**config.mk**
```make
export PLATFORM = sky130hd
export DESIGN_NAME = wsvm_voice_step
export DESIGN_NICKNAME = d
export VERILOG_FILES = /design/src/sv/wsvm_pkg.sv /design/src/sv/wsvm_voice_step.sv
export SDC_FILE = /design/constraint.sdc
export NUM_CORES = 1
export LEC_CHECK = 0
export ABC_CLOCK_PERIOD_IN_PS = 6400
export CAP_MARGIN = 20
export CORE_ASPECT_RATIO = 1.4
export CORE_MARGIN = 2
export CORE_UTILIZATION = 70
export DETAILED_ROUTE_END_ITERATION = 10
export DONT_BUFFER_PORTS = 1
export PLACE_DENSITY = 0.92
export SYNTH_ARGS = -nofsm -noshare
export SYNTH_HDL_FRONTEND = slang
export SYNTH_SLANG_ARGS = --single-unit
```
**constraint.sdc**
```tcl
create_clock -name vclk -period 6.4
set_input_delay 0.32 -clock vclk [all_inputs]
set_output_delay 0.32 -clock vclk [all_outputs]
set_load 0.01 [all_outputs]
```
**src/sv/wsvm_pkg.sv**
```systemverilog
package wsvm_pkg;

  // Fixed field widths of the item and register interface.
  localparam int PHASE_BITS      = 32;
  localparam int LEVEL_BITS      = 16;
  localparam int STEP_BITS       = 16;
  localparam int TABLE_BITS      = 12;
  localparam int TABLE_ADDR_BITS = 10;
  localparam int SAMPLE_BITS     = 12;
  localparam int CFG_DATA_BITS   = 16;
  localparam int CFG_IDX_BITS    = 2;

  // Fixed-point shifts of the mixing path.
  localparam int AMP_SHIFT = 6;
  localparam int MIX_SHIFT = 11;
  localparam int OUT_SHIFT = 2;
  localparam int AMP_BITS  = LEVEL_BITS - AMP_SHIFT;
  localparam int TERM_BITS = AMP_BITS + 1 + TABLE_BITS - MIX_SHIFT + 1;

  // Request codes.
  localparam logic [1:0] REQ_TICK     = 2'd0;
  localparam logic [1:0] REQ_NOTE_ON  = 2'd1;
  localparam logic [1:0] REQ_NOTE_OFF = 2'd2;
  localparam logic [1:0] REQ_TBL_WR   = 2'd3;

  // Configuration register indexes.
  localparam logic [CFG_IDX_BITS-1:0] CFG_ATTACK   = 2'd0;
  localparam logic [CFG_IDX_BITS-1:0] CFG_RELEASE  = 2'd1;
  localparam logic [CFG_IDX_BITS-1:0] CFG_WAVE_SEL = 2'd2;

  // Register reset values.
  localparam logic [STEP_BITS-1:0] ATTACK_RESET   = 16'd20;
  localparam logic [STEP_BITS-1:0] RELEASE_RESET  = 16'd5;
  localparam logic [2:0]           WAVE_SEL_RESET = 3'd4;

  typedef enum logic [1:0] {
    ENV_IDLE,
    ENV_ATTACK,
    ENV_SUSTAIN,
    ENV_RELEASE
  } env_stage_e;

  // Control of the shared multiply-accumulate unit.
  typedef struct packed {
    logic clear;
    logic acc;
  } mac_ctl_t;

endpackage

```
**src/sv/wsvm_voice_step.sv**
```systemverilog
module wsvm_voice_step import wsvm_pkg::*; (
  input  env_stage_e              stage_i,
  input  logic [LEVEL_BITS-1:0]   level_i,
  input  logic [LEVEL_BITS-1:0]   peak_i,
  input  logic                    key_rel_i,
  input  logic [PHASE_BITS-1:0]   phase_i,
  input  logic [PHASE_BITS-1:0]   inc_i,
  input  logic [STEP_BITS-1:0]    attack_step_i,
  input  logic [STEP_BITS-1:0]    release_step_i,
  output env_stage_e              stage_o,
  output logic [LEVEL_BITS-1:0]   level_o,
  output logic [LEVEL_BITS-1:0]   amp_o,
  output logic [PHASE_BITS-1:0]   phase_o
);

  logic [LEVEL_BITS:0] rise;

  assign rise    = {1'b0, level_i} + {1'b0, attack_step_i};
  assign phase_o = phase_i + inc_i;

  // One envelope step; the amplitude used for mixing is the level before the step.
  always_comb begin
    stage_o = stage_i;
    level_o = level_i;
    amp_o   = level_i;
    case (stage_i)
      ENV_ATTACK: begin
        if (rise >= {1'b0, peak_i}) begin
          level_o = peak_i;
          stage_o = ENV_SUSTAIN;
        end else begin
          level_o = rise[LEVEL_BITS-1:0];
        end
      end
      ENV_SUSTAIN: begin
        amp_o = peak_i;
        if (key_rel_i) begin
          level_o = peak_i;
          stage_o = ENV_RELEASE;
        end
      end
      ENV_RELEASE: begin
        if (level_i <= release_step_i) begin
          level_o = '0;
          stage_o = ENV_IDLE;
        end else begin
          level_o = level_i - release_step_i;
        end
      end
      default: begin
        amp_o = '0;
      end
    endcase
  end

endmodule

```
# Yosys cells after proc, flatten, opt, wreduce, memory -nomap -nowiden
# Index checks and enable logic that the tools add are counted.
# Widths: inputs -> output; s select.
[totals]
mem_bits_ro = 0
mem_bits_rw = 0
n_memories = 0
output_inout_bits = 66
regBits = 0
latchBits = 0
[op_classes]
n_div = 0
eq_ne = 3
bitwise_logic = 0
n_reduce_logical = 1
n_lt_le_gt_ge = 2
shifts = 0
mux = 9
n_addsub = 3
n_mul = 0
[ops]
columns = ["op", "count"]
rows = [
  ["$mux 16", 3],
  ["$pmux 16 s3", 1],
  ["$add 32x32->32", 1],
  ["$pmux 16 s2", 1],
  ["$add 16x16->17", 1],
  ["$ge 17x16->1", 1],
  ["$le 16x16->1", 1],
  ["$sub 16x16->16", 1],
  ["$mux 2", 3],
  ["$pmux 2 s3", 1],
  ["$eq 2x2->1 const B", 2],
  ["$eq 2x1->1 const B", 1],
  ["$reduce_or 2->1", 1],
]

# Longest topological paths before layout
[depth]
word_depth = 4
ltp_mapped = 19
mapped_depth_nobuf = 18

# Worst setup path after synthesis
# Ideal clock, no wire load.
[synth_path]
path_kind = "in2out"
startpoint = "input port level_i[0]"
endpoint = "output port level_o[15]"
path_stages = 18
path_slack_ns = 2.118
path_buffers = 0
t_arrival_ns = 3.962
path_cell_list = "ha_1 inv_1 fa_1 nor2b_1 o31ai_2 a211oi_1 nor2_1 a211oi_1 xor2_1 ha_1 a211o_1 a21oi_2 o31ai_1 o41ai_2 nand3_2 or3_1 a41o_1 a21oi_2"
[synth_via]
elab_chain_len = 4
elab_cells_between_ends = 7
[synth_lines]
columns = ["element", "line_no", "rtl"]
rows = [
  ["start: declaration", "wsvm_voice_step.sv:3", "input logic [LEVEL_BITS-1:0] level_i,"],
  ["$add 16x16->17", "wsvm_voice_step.sv:18", "assign rise = {1'b0, level_i} + {1'b0, attack_step_i};"],
  ["$ge 17x16->1", "wsvm_voice_step.sv:28", "if (rise >= {1'b0, peak_i}) begin"],
  ["$mux 16", "wsvm_voice_step.sv:28", ""],
  ["$pmux 16 s3 *", "wsvm_voice_step.sv:26", "case (stage_i)"],
  ["end: declaration", "wsvm_voice_step.sv:11", "output logic [LEVEL_BITS-1:0] level_o,"],
]
# Mark *: on every way between the ends. The rest lies on a longest branch, timed or not.

# Worst setup path in the final report
[layout_path]
startpoint = "input port level_i[0]"
endpoint = "output port level_o[10]"
# Same word-level chain as after synthesis.

==> flow_summary.toml <==
[floorplanning]
rows = 34
die_h_um = 98.1
io_pins = 197
die_area_mm2 = 0.00698
coreArea_mm2 = 0.00617
initial_core_util_pct = 71.7
dieWidth_um = 71.2

[sta]
finalSetupTns_ns = 0
setup_violations = 0
rsz0062_at_grt = "no"
hold_viol = 0
layout_min_cycle_time_ns = 4.97
slew_headroom_pct = 21.0
finalCritPeriodShare_pct = 77.7
maxSlewViolCount = 0
tightest_slew_ns = 1.18
layout_setup_ws_ns = 1.43
fmax_mhz = 201

[critical_path]
crit_family = "compound AO/OA/AOI/OAI gates"
cp_slowest_cell = "nor3_4"
cp.depth = 18
endpoint_kind = "primary output"
crit_arrival_ns = 4.65
cp-start-kind = "input port"
worst-path-max-fanout = 14
max_stage_delay_ns = 0.53
critPathBufInv = 1
crit_end = "level_o[10]"
startpoint = "level_i[0]"
crit_chain = "ha_1 -> inv_1 -> fa_1 -> nor2b_1 -> o31ai_2 -> a211oi_1 -> nor2_1 -> a211oi_1 -> xor2_1 -> ha_1 -> a211o_1 -> a21oi_2 -> o31ai_1 -> o41ai_2 -> nand3_2 -> nor3_4 -> a221oi_1 -> a21oi_1"
crit_type = "in -> out"
cp.required_ns = 6.08

[placement]
io_buffers = 0
hpwl_mm = 12.3
place_inst = 675
place.gp.congestion = 0.979
pre_cts_ws_ns = 1.48

[cells_and_area]
final_nets = 818
nFlopsAndLatches = 0
ff_latch_area_um2 = 0
area_delta_synth_final_pct = -0.0283
nFillCells = 529
final_cells = 675
clkbuf_count = 0
drive_above_1_share_pct = 3.48
antennaDiodeCount = 0

[clock_tree]
cts-resized-gates = 0
hold_buffers = 0
cts_setup_buffers = 0

[hold_path]
hp-class = "in -> out"
hp-start = "stage_i[0]"

[run_status]
status = "finished, final reports clean"

[route]
dr.first_iter.drc_count = 376
drc = 0
num_vias = 5020
final_antenna_net_count = 0
via_per_inst = 7.44
routed_wirelength_mm = 14.7
drt-pass1-iter-count = 7
wl_per_cell_um = 21.8

[power_and_ir_drop]
seq_power_share_pct = 0
p_clk_share_pct = 0
p_sw_share_pct = 60.7
finalPower_w = 0.000539
power.internal_w = 0.000212
ir_drop_uv = 63.5
leakagePower_nw = 2.10
p_per_area_mw_per_mm2 = 122
p_comb_share_pct = 100.0
netSwitchingPower_w = 0.000327

[yosys]
yosysWarnings = 0
syn-num-nets = 836
syn_avg_cell_area_um2 = 7.10
yosys.area.top_type = "ha_1"
synthCells = 623
ys_types = 70
netlist.area_leader.share_pct = 22.3
ys_seq_area_share_pct = 0
syn_area_mm2 = 0.00442
synthTopCellsByArea = "ha_1 (22%), a21oi_1 (7.8%), xnor2_1 (6.5%)"

[grt]
grt_pass1_vias = 4832
grt_overflow_total = 0
grt_antenna_before_repair = 0
grt_pass1_wl_mm = 22.9
grt_util_all_layers_pct = 39.8
grt_max_degree = 40

[run]
maxCapViolations = 0
## kinds of logic after synthesis
family / synth area share [%]
compound gates: 36.3
simple gates: 19.8
fa+ha+maj: 23.7
buf+inv: 6.39
xor+xnor: 10.7
mux: 3.17
## cell usage after synthesis (all sizes together), types with 10 or more instances
cell	number
inv	51
nand2	43
xnor2	33
nor3	18
a211oi	10
a21oi	73
nor2	48
a22o	15
mux2i	14
a221oi	15
nand3	10
o21ai	28
o21a	16
xor2	21
ha	79
a21o	20
clkbuf	13
and3	12
## layer usage
metal	GRT usage [%]	vias to the layer above	wire, um
li1	-	2308	-
met1	38.3	2269	4780
met2	76.4	347	7510
met3	8.98	96	1500
met4	19.4	0	931
met5	0	-	0
## worst min path at each step
stage                       to  slack, ns  cells past startpoint
floorplan           phase_o[0]       0.78                      1
global placement    stage_o[0]       0.74                      1
detailed placement  stage_o[0]       0.74                      1
CTS                 stage_o[0]       0.74                      1
global route        stage_o[0]       0.74                      1
finish              stage_o[0]       0.74                      1
## power by group through the flow
stage	Clock (W)	Combinational [W]	Sequential, W
detailed placement	0	0.000524	0
CTS	0	0.000528	0
global route	0	0.000587	0
floorplan	0	0.000435	0
global placement	0	0.000509	0
finish	0	0.000539	0
## through the flow
step / instance area (um2) / hold WS, ns / util [%]
finish: 4420 / 0.739 / 71.7
detailed placement: 4420 / 0.736 / 71.7
CTS: 4420 / 0.736 / 71.7
floorplan: 4420 / 0.780 / -
global route: 4420 / 0.741 / 71.7
global placement: 4420 / 0.737 / 71.7
## cells in the final DEF, fill, tap and decap left out, drive strengths merged, types with 3 or more instances in the layout
cell type   n
ha         79
a21oi      73
inv        51
nor2       48
nand2      43
xnor2      33
o21ai      28
xor2       21
a21o       20
nor3       18
o21a       16
a221oi     15
a22o       15
mux2i      14
and3       12
a211oi     10
nand3      10
nor2b       8
o31ai       8
nand4       7
nand2b      6
or3         6
and2        5
or2         4
a2111oi     4
a211o       3
o211a       3
and4        3
a31oi       3
fa          3
a21boi      3
## layout make-up
class / count / area [um2] / share of cell area [%]
Tap cell: 72 / 90.1 / 2.04
Inverter: 51 / 191 / 4.33
Multi-Input combinational cell: 552 / 4140 / 93.6
(Power assumes the default switching activity.)
