===== config.mk =====
export PLATFORM = sky130hd
export DESIGN_NAME = wsvm_mac
export DESIGN_NICKNAME = d
export VERILOG_FILES = /design/src/sv/wsvm_pkg.sv /design/src/sv/wsvm_mac.sv
export SDC_FILE = /design/constraint.sdc
export NUM_CORES = 1
export LEC_CHECK = 0
export BUFFER_PORTS_ARGS = -buffer_cell sky130_fd_sc_hd__buf_2
export CORE_MARGIN = 8
export CORE_UTILIZATION = 50
export DETAILED_ROUTE_END_ITERATION = 8
export PLACE_DENSITY_LB_ADDON = 0.25
export SLEW_MARGIN = 0
export SYNTH_ARGS = -nofsm -noshare
export SYNTH_HDL_FRONTEND = slang
export SYNTH_SLANG_ARGS = --single-unit

===== constraint.sdc =====
create_clock -name clk_i -period 3.35 [get_ports clk_i]
set_input_delay 0.1675 -clock clk_i [delete_from_list [all_inputs] [get_ports clk_i]]
set_output_delay 0.1675 -clock clk_i [all_outputs]
set_load 0.05 [all_outputs]

===== src/sv/wsvm_pkg.sv =====
package wsvm_pkg;

  // Fixed field widths of the item and register interface.
  localparam int PHASE_BITS      = 32;
  localparam int LEVEL_BITS      = 16;
  localparam int STEP_BITS       = 16;
  localparam int TABLE_BITS      = 12;
  localparam int TABLE_ADDR_BITS = 10;
  localparam int SAMPLE_BITS     = 12;
  localparam int CFG_DATA_BITS   = 16;
  localparam int CFG_IDX_BITS    = 2;

  // Fixed-point shifts of the mixing path.
  localparam int AMP_SHIFT = 6;
  localparam int MIX_SHIFT = 11;
  localparam int OUT_SHIFT = 2;
  localparam int AMP_BITS  = LEVEL_BITS - AMP_SHIFT;
  localparam int TERM_BITS = AMP_BITS + 1 + TABLE_BITS - MIX_SHIFT + 1;

  // Request codes.
  localparam logic [1:0] REQ_TICK     = 2'd0;
  localparam logic [1:0] REQ_NOTE_ON  = 2'd1;
  localparam logic [1:0] REQ_NOTE_OFF = 2'd2;
  localparam logic [1:0] REQ_TBL_WR   = 2'd3;

  // Configuration register indexes.
  localparam logic [CFG_IDX_BITS-1:0] CFG_ATTACK   = 2'd0;
  localparam logic [CFG_IDX_BITS-1:0] CFG_RELEASE  = 2'd1;
  localparam logic [CFG_IDX_BITS-1:0] CFG_WAVE_SEL = 2'd2;

  // Register reset values.
  localparam logic [STEP_BITS-1:0] ATTACK_RESET   = 16'd20;
  localparam logic [STEP_BITS-1:0] RELEASE_RESET  = 16'd5;
  localparam logic [2:0]           WAVE_SEL_RESET = 3'd4;

  typedef enum logic [1:0] {
    ENV_IDLE,
    ENV_ATTACK,
    ENV_SUSTAIN,
    ENV_RELEASE
  } env_stage_e;

  // Control of the shared multiply-accumulate unit.
  typedef struct packed {
    logic clear;
    logic acc;
  } mac_ctl_t;

endpackage


===== src/sv/wsvm_mac.sv =====
module wsvm_mac import wsvm_pkg::*; #(
  parameter int ACC_BITS = 18
) (
  input  logic                         clk_i,
  input  logic                         rst_ni,
  input  mac_ctl_t                     ctl_i,
  input  logic [AMP_BITS-1:0]          amp_i,
  input  logic signed [TABLE_BITS-1:0] sample_i,
  output logic signed [ACC_BITS-1:0]   sum_o
);

  localparam int PROD_BITS = AMP_BITS + 1 + TABLE_BITS;

  logic signed [PROD_BITS-1:0] prod;
  logic signed [PROD_BITS-1:0] prod_sh;
  logic signed [TERM_BITS-1:0] term;
  logic signed [ACC_BITS-1:0]  sum_d, sum_q;

  // Arithmetic shift floors the scaled product, as the mix requires.
  assign prod    = PROD_BITS'($signed({1'b0, amp_i})) * PROD_BITS'(sample_i);
  assign prod_sh = prod >>> MIX_SHIFT;
  assign term    = prod_sh[TERM_BITS-1:0];

  always_comb begin
    sum_d = sum_q;
    if (ctl_i.clear) begin
      sum_d = '0;
    end else if (ctl_i.acc) begin
      sum_d = sum_q + ACC_BITS'(term);
    end
  end

  always_ff @(posedge clk_i or negedge rst_ni) begin
    if (!rst_ni) begin
      sum_q <= '0;
    end else begin
      sum_q <= sum_d;
    end
  end

  assign sum_o = sum_q;

endmodule


; Yosys cells after proc, flatten, opt, wreduce, memory -nomap -nowiden
; Index checks and enable logic that the tools add are counted.
[word_totals]
output_inout_bits = 18
in_bits = 26
regBits = 18
elab_cells = 6
[op_classes]
mul = 1
n_reduce_logical = 1
mux = 2
n_addsub = 1
[op_table]
columns = cell, count
row1 = 18-bit two-way mux, 2
row2 = 11-bit by 12-bit multiplier with 23-bit output, 1
row3 = 18-bit by 12-bit adder with 18-bit output, 1
row4 = 2-bit nonzero test, 1

; Depth between registers and ports, before layout
[depth]
word_depth = 4
mapped_depth = 32

; Least setup slack after synthesis
; OpenSTA, ideal clock, no wires.
[synth_path]
path_type = input port to flip-flop
startpoint = input sample_i[5]
endpoint = register sum_q[17] (netlist: sum_o[17])
n_path_buf = 1
slack_ns = -3.332
t_required_ns = 3.222
arrival_time_ns = 6.554
stages = 31
path_cell_list = clkbuf_1 -> and2_1 -> fa_1 -> inv_1 -> fa_1 -> inv_1 -> fa_1 -> fa_1 -> inv_1 -> fa_1 -> inv_1 -> ha_1 -> a21oi_1 -> o21ai_0 -> a21oi_2 -> a21oi_1 -> and2_1 -> o21a_1 -> o21a_1 -> nor2_1 -> xnor2_1 -> ha_1 -> a21o_1 -> a21o_1 -> a21o_1 -> a22oi_1 -> nand3_1 -> a41o_1 -> or2_0 -> mux2i_1 -> mux2_1
[synth_via]
elab_chain_len = 4
[synth_lines]
columns = item, line_no
row1 = from (decl), wsvm_mac.sv:8  ; input logic signed [TABLE_BITS-1:0] sample_i,
row2 = 11-bit by 12-bit multiplier with 23-bit output, wsvm_mac.sv:20  ; assign prod = PROD_BITS'($signed({1'b0, amp_i})) * PROD_BITS'(sample_i);
row3 = 18-bit by 12-bit adder with 18-bit output, wsvm_mac.sv:29  ; sum_d = sum_q + ACC_BITS'(term);
row4 = 18-bit two-way mux, wsvm_mac.sv:28  ; end else if (ctl_i.acc) begin
row5 = 18-bit two-way mux, wsvm_mac.sv:26  ; if (ctl_i.clear) begin
row6 = to (signal assigned), wsvm_mac.sv:37  ; sum_q <= sum_d;
row7 = to (decl), wsvm_mac.sv:17  ; logic signed [ACC_BITS-1:0] sum_d, sum_q;
; Every way passes these cells. The select of a mux whose other input is x is not followed.
; A chain may end at the register's enable or synchronous reset.

; Worst setup path after layout
[layout_path]
startpoint = input amp_i[5]
endpoint = register sum_q[17] (netlist: sum_o[17])
[layout_via]
elab_chain_len = 4
[layout_lines]
columns = item, line_no
row1 = from (decl), wsvm_mac.sv:7  ; input logic [AMP_BITS-1:0] amp_i,
row2 = 11-bit by 12-bit multiplier with 23-bit output, wsvm_mac.sv:20
row3 = 18-bit by 12-bit adder with 18-bit output, wsvm_mac.sv:29
row4 = 18-bit two-way mux, wsvm_mac.sv:28
row5 = 18-bit two-way mux, wsvm_mac.sv:26
; Every way passes these cells. The select of a mux whose other input is x is not followed.

==> flow_metrics.env <==
export IMPL_grt_pass1_vias=5676
export IMPL_grt_pass1_wl_mm=25.99
export IMPL_drive_above_1_share=0.3057
export IMPL_cts_buffers=3
export IMPL_yosys_most_used_dff="dfrtp_1"
export IMPL_met3WireLength_um=608
export IMPL_dp_slack_ps=-3342
export IMPL_max_freq_mhz=157.2
export IMPL_yosysUniqueCellTypes=45
export IMPL_placementRows=40
export IMPL_seq_area_frac_synth=0.07438
export IMPL_slowest_stage="fa_1"
export IMPL_dieArea_um2=15890
export IMPL_cts_sinks=18
export IMPL_crit_top_cell="fa_1"
export IMPL_place_inst=977
export IMPL_io_buffers=43
export IMPL_drtAntennaViolNets=0
export IMPL_finalSetupViolCount=18
export IMPL_overflow=0
export IMPL_whs_path_depth=2
export IMPL_ys_seq_elements=18
export IMPL_setup_tns_ps=-41930
export IMPL_path_class="in2reg"
export IMPL_ys_warn_count=0
export IMPL_syn_area_per_cell_um2=8.639
export IMPL_async_reset_ff_frac=1.000
export IMPL_initial_core_util=0.5084
export IMPL_io_pins=44
export IMPL_fin_nets=1064
export IMPL_first_pass_iters=7
export IMPL_rsz0062_at_grt="true"
export IMPL_drtIter0Drc=288
export IMPL_critPathCaptureType="register"
export IMPL_top_layer="met4"
export IMPL_largest_reg_flops=18
export IMPL_fin_crit_ps=6360
export IMPL_skew_ps=2.296
export IMPL_worst_setup_hold_path_clk_slew_ps=50
export IMPL_met2_length_mm=8.411
export IMPL_netlist_instances=701
export IMPL_layout_common_cells="inv_1 (165), buf_4 (119), fa_1 (110)"
export IMPL_max_clock_path_buffers=2
export IMPL_violations="setup timing"
export IMPL_synth_edf_count=0
export IMPL_hold_viol=0
export IMPL_cts_htree_levels=1
export IMPL_gp_routability_congestion=0.8699
export IMPL_drt_met1_wl_mm=5.816
export IMPL_wirelength_mm=15.21
export IMPL_die_h_um=126.1
export IMPL_slew_headroom=0.6472
export IMPL_cap_violations=0
export IMPL_drc=0
export IMPL_finalCritPeriodShare=1.899
export IMPL_required_ps=3470
export IMPL_post_drt_wl_per_cell_um=15.15
export IMPL_cts_tree="built"
export IMPL_placed_cell_area_um2=7249
export IMPL_tightest_slew_ps=528.6
export IMPL_syn2layout_area_growth_pct=31.43
export IMPL_grt_start_max_net_pins=21
export IMPL_holdCritPathClass="in2reg"
export IMPL_hpwl_mm=12.09
export IMPL_reg2reg_depth=10
export IMPL_grt_total_usage=0.1945
export IMPL_num_vias=5261
export IMPL_finish_instance_area_um2=7959
export IMPL_cts_root_buf="clkbuf_16"
export IMPL_num_antenna_cells=0
export IMPL_arrival_ps=6480
export IMPL_slew_viol_final=0
export IMPL_design_core_area_um2=11910
export IMPL_via_per_inst=5.240
export IMPL_slowest_delay_ps=570
export IMPL_antenna_found_initial=0
export IMPL_clkLatencyLatePin_ps=250
export IMPL_syn_area_um2=6056
export IMPL_chipWidth_um=126.1
export IMPL_fin_cells=1004
export IMPL_final_common_cell="inv_1"
export IMPL_status="finished, violations left"
export IMPL_postLayoutSetupSlackWorst_ps=-3010
export IMPL_crit_fanout=5
export IMPL_syn_nets=907
export IMPL_start_kind="primary input"
==> metal layers <==
layer  vias up  track usage
met5         -            0
met4         0      0.05096
met3        33      0.02110
met2       157       0.3645
met1      2643       0.2301
li1       2428            -
==> cell usage after synthesis (all sizes together), types with 10 or more instances <==
master / number / area [um^2]
a21o: 10 / 75.07
nor2: 32 / 120.1
inv: 173 / 649.4
xnor2: 23 / 209.0
clkbuf: 24 / 90.09
ha: 67 / 838.3
fa: 113 / 2262
nor3: 10 / 50.05
o21ai: 10 / 50.04
dfrtp: 18 / 450.4
a21oi: 26 / 133.9
nand2: 77 / 289.0
and2: 55 / 346.6
==> per-stage QoR <==
step / util / hold WS, ps
finish: 0.6682 / 326.8
global route: 0.6682 / 349.2
CTS: 0.6483 / 307.6
detailed placement: 0.6086 / 124.6
global placement: 0.6086 / 112.4
floorplan: - / -128.1
==> worst max-delay path: cells and delay by family <==
| kind | cells | cell delay, ps |
|---|---|---|
| multiplexers | 2 | 550 |
| AND/OR/NAND/NOR | 7 | 690 |
| AO/OA/AOI/OAI | 6 | 1210 |
| adder cells (fa/ha/maj) | 7 | 3290 |
| buffers and inverters | 7 | 560 |
==> final timing paths <==
kind                           start   endpoint  slack [ps]
min in group asynchronous     rst_ni  sum_o[14]         390
hold reg to reg            sum_o[16]  sum_o[16]         520
max in group asynchronous     rst_ni   sum_o[4]        2660
setup reg to reg            sum_o[6]  sum_o[16]         670
setup / recovery            amp_i[5]  sum_o[17]       -3010
hold / removal              ctl_i[1]   sum_o[9]         330
==> cell families (layout without fill, tap and decap cells) <==
group                    after synthesis  after routing  share of synthesized area
adder cells (fa/ha/maj)              180            180                     0.5120
XOR/XNOR                              23             23                    0.03450
multiplexers                           8              8                    0.01343
flip-flops                            18             18                    0.07438
buffers and inverters                199            355                     0.1236
AND/OR/NAND/NOR                      204            204                     0.1653
AO/OA/AOI/OAI                         69             69                    0.07686
==> cell type report <==
class	count	area [um^2]
multi-input combinational	484	5211
fill	949	3953
timing repair buffer	178	1375
inverter	173	649.4
sequential	18	450.4
tap	147	183.9
clock buffer	4	88.84
==> repair_timing <==
action                                 in CTS  in global routing
endpoints found under the hold margin      18                  0
gates cloned                                0                  0
pin swaps                                  78                 53
setup buffers                              15                 11
setup endpoints to repair                  18                 18
hold buffers                                1                  0
gates resized for setup                    67                 44
Power is left out: the tool's default activity adds up to more than one toggle a clock period on the data nets, which glitch-free logic cannot reach.
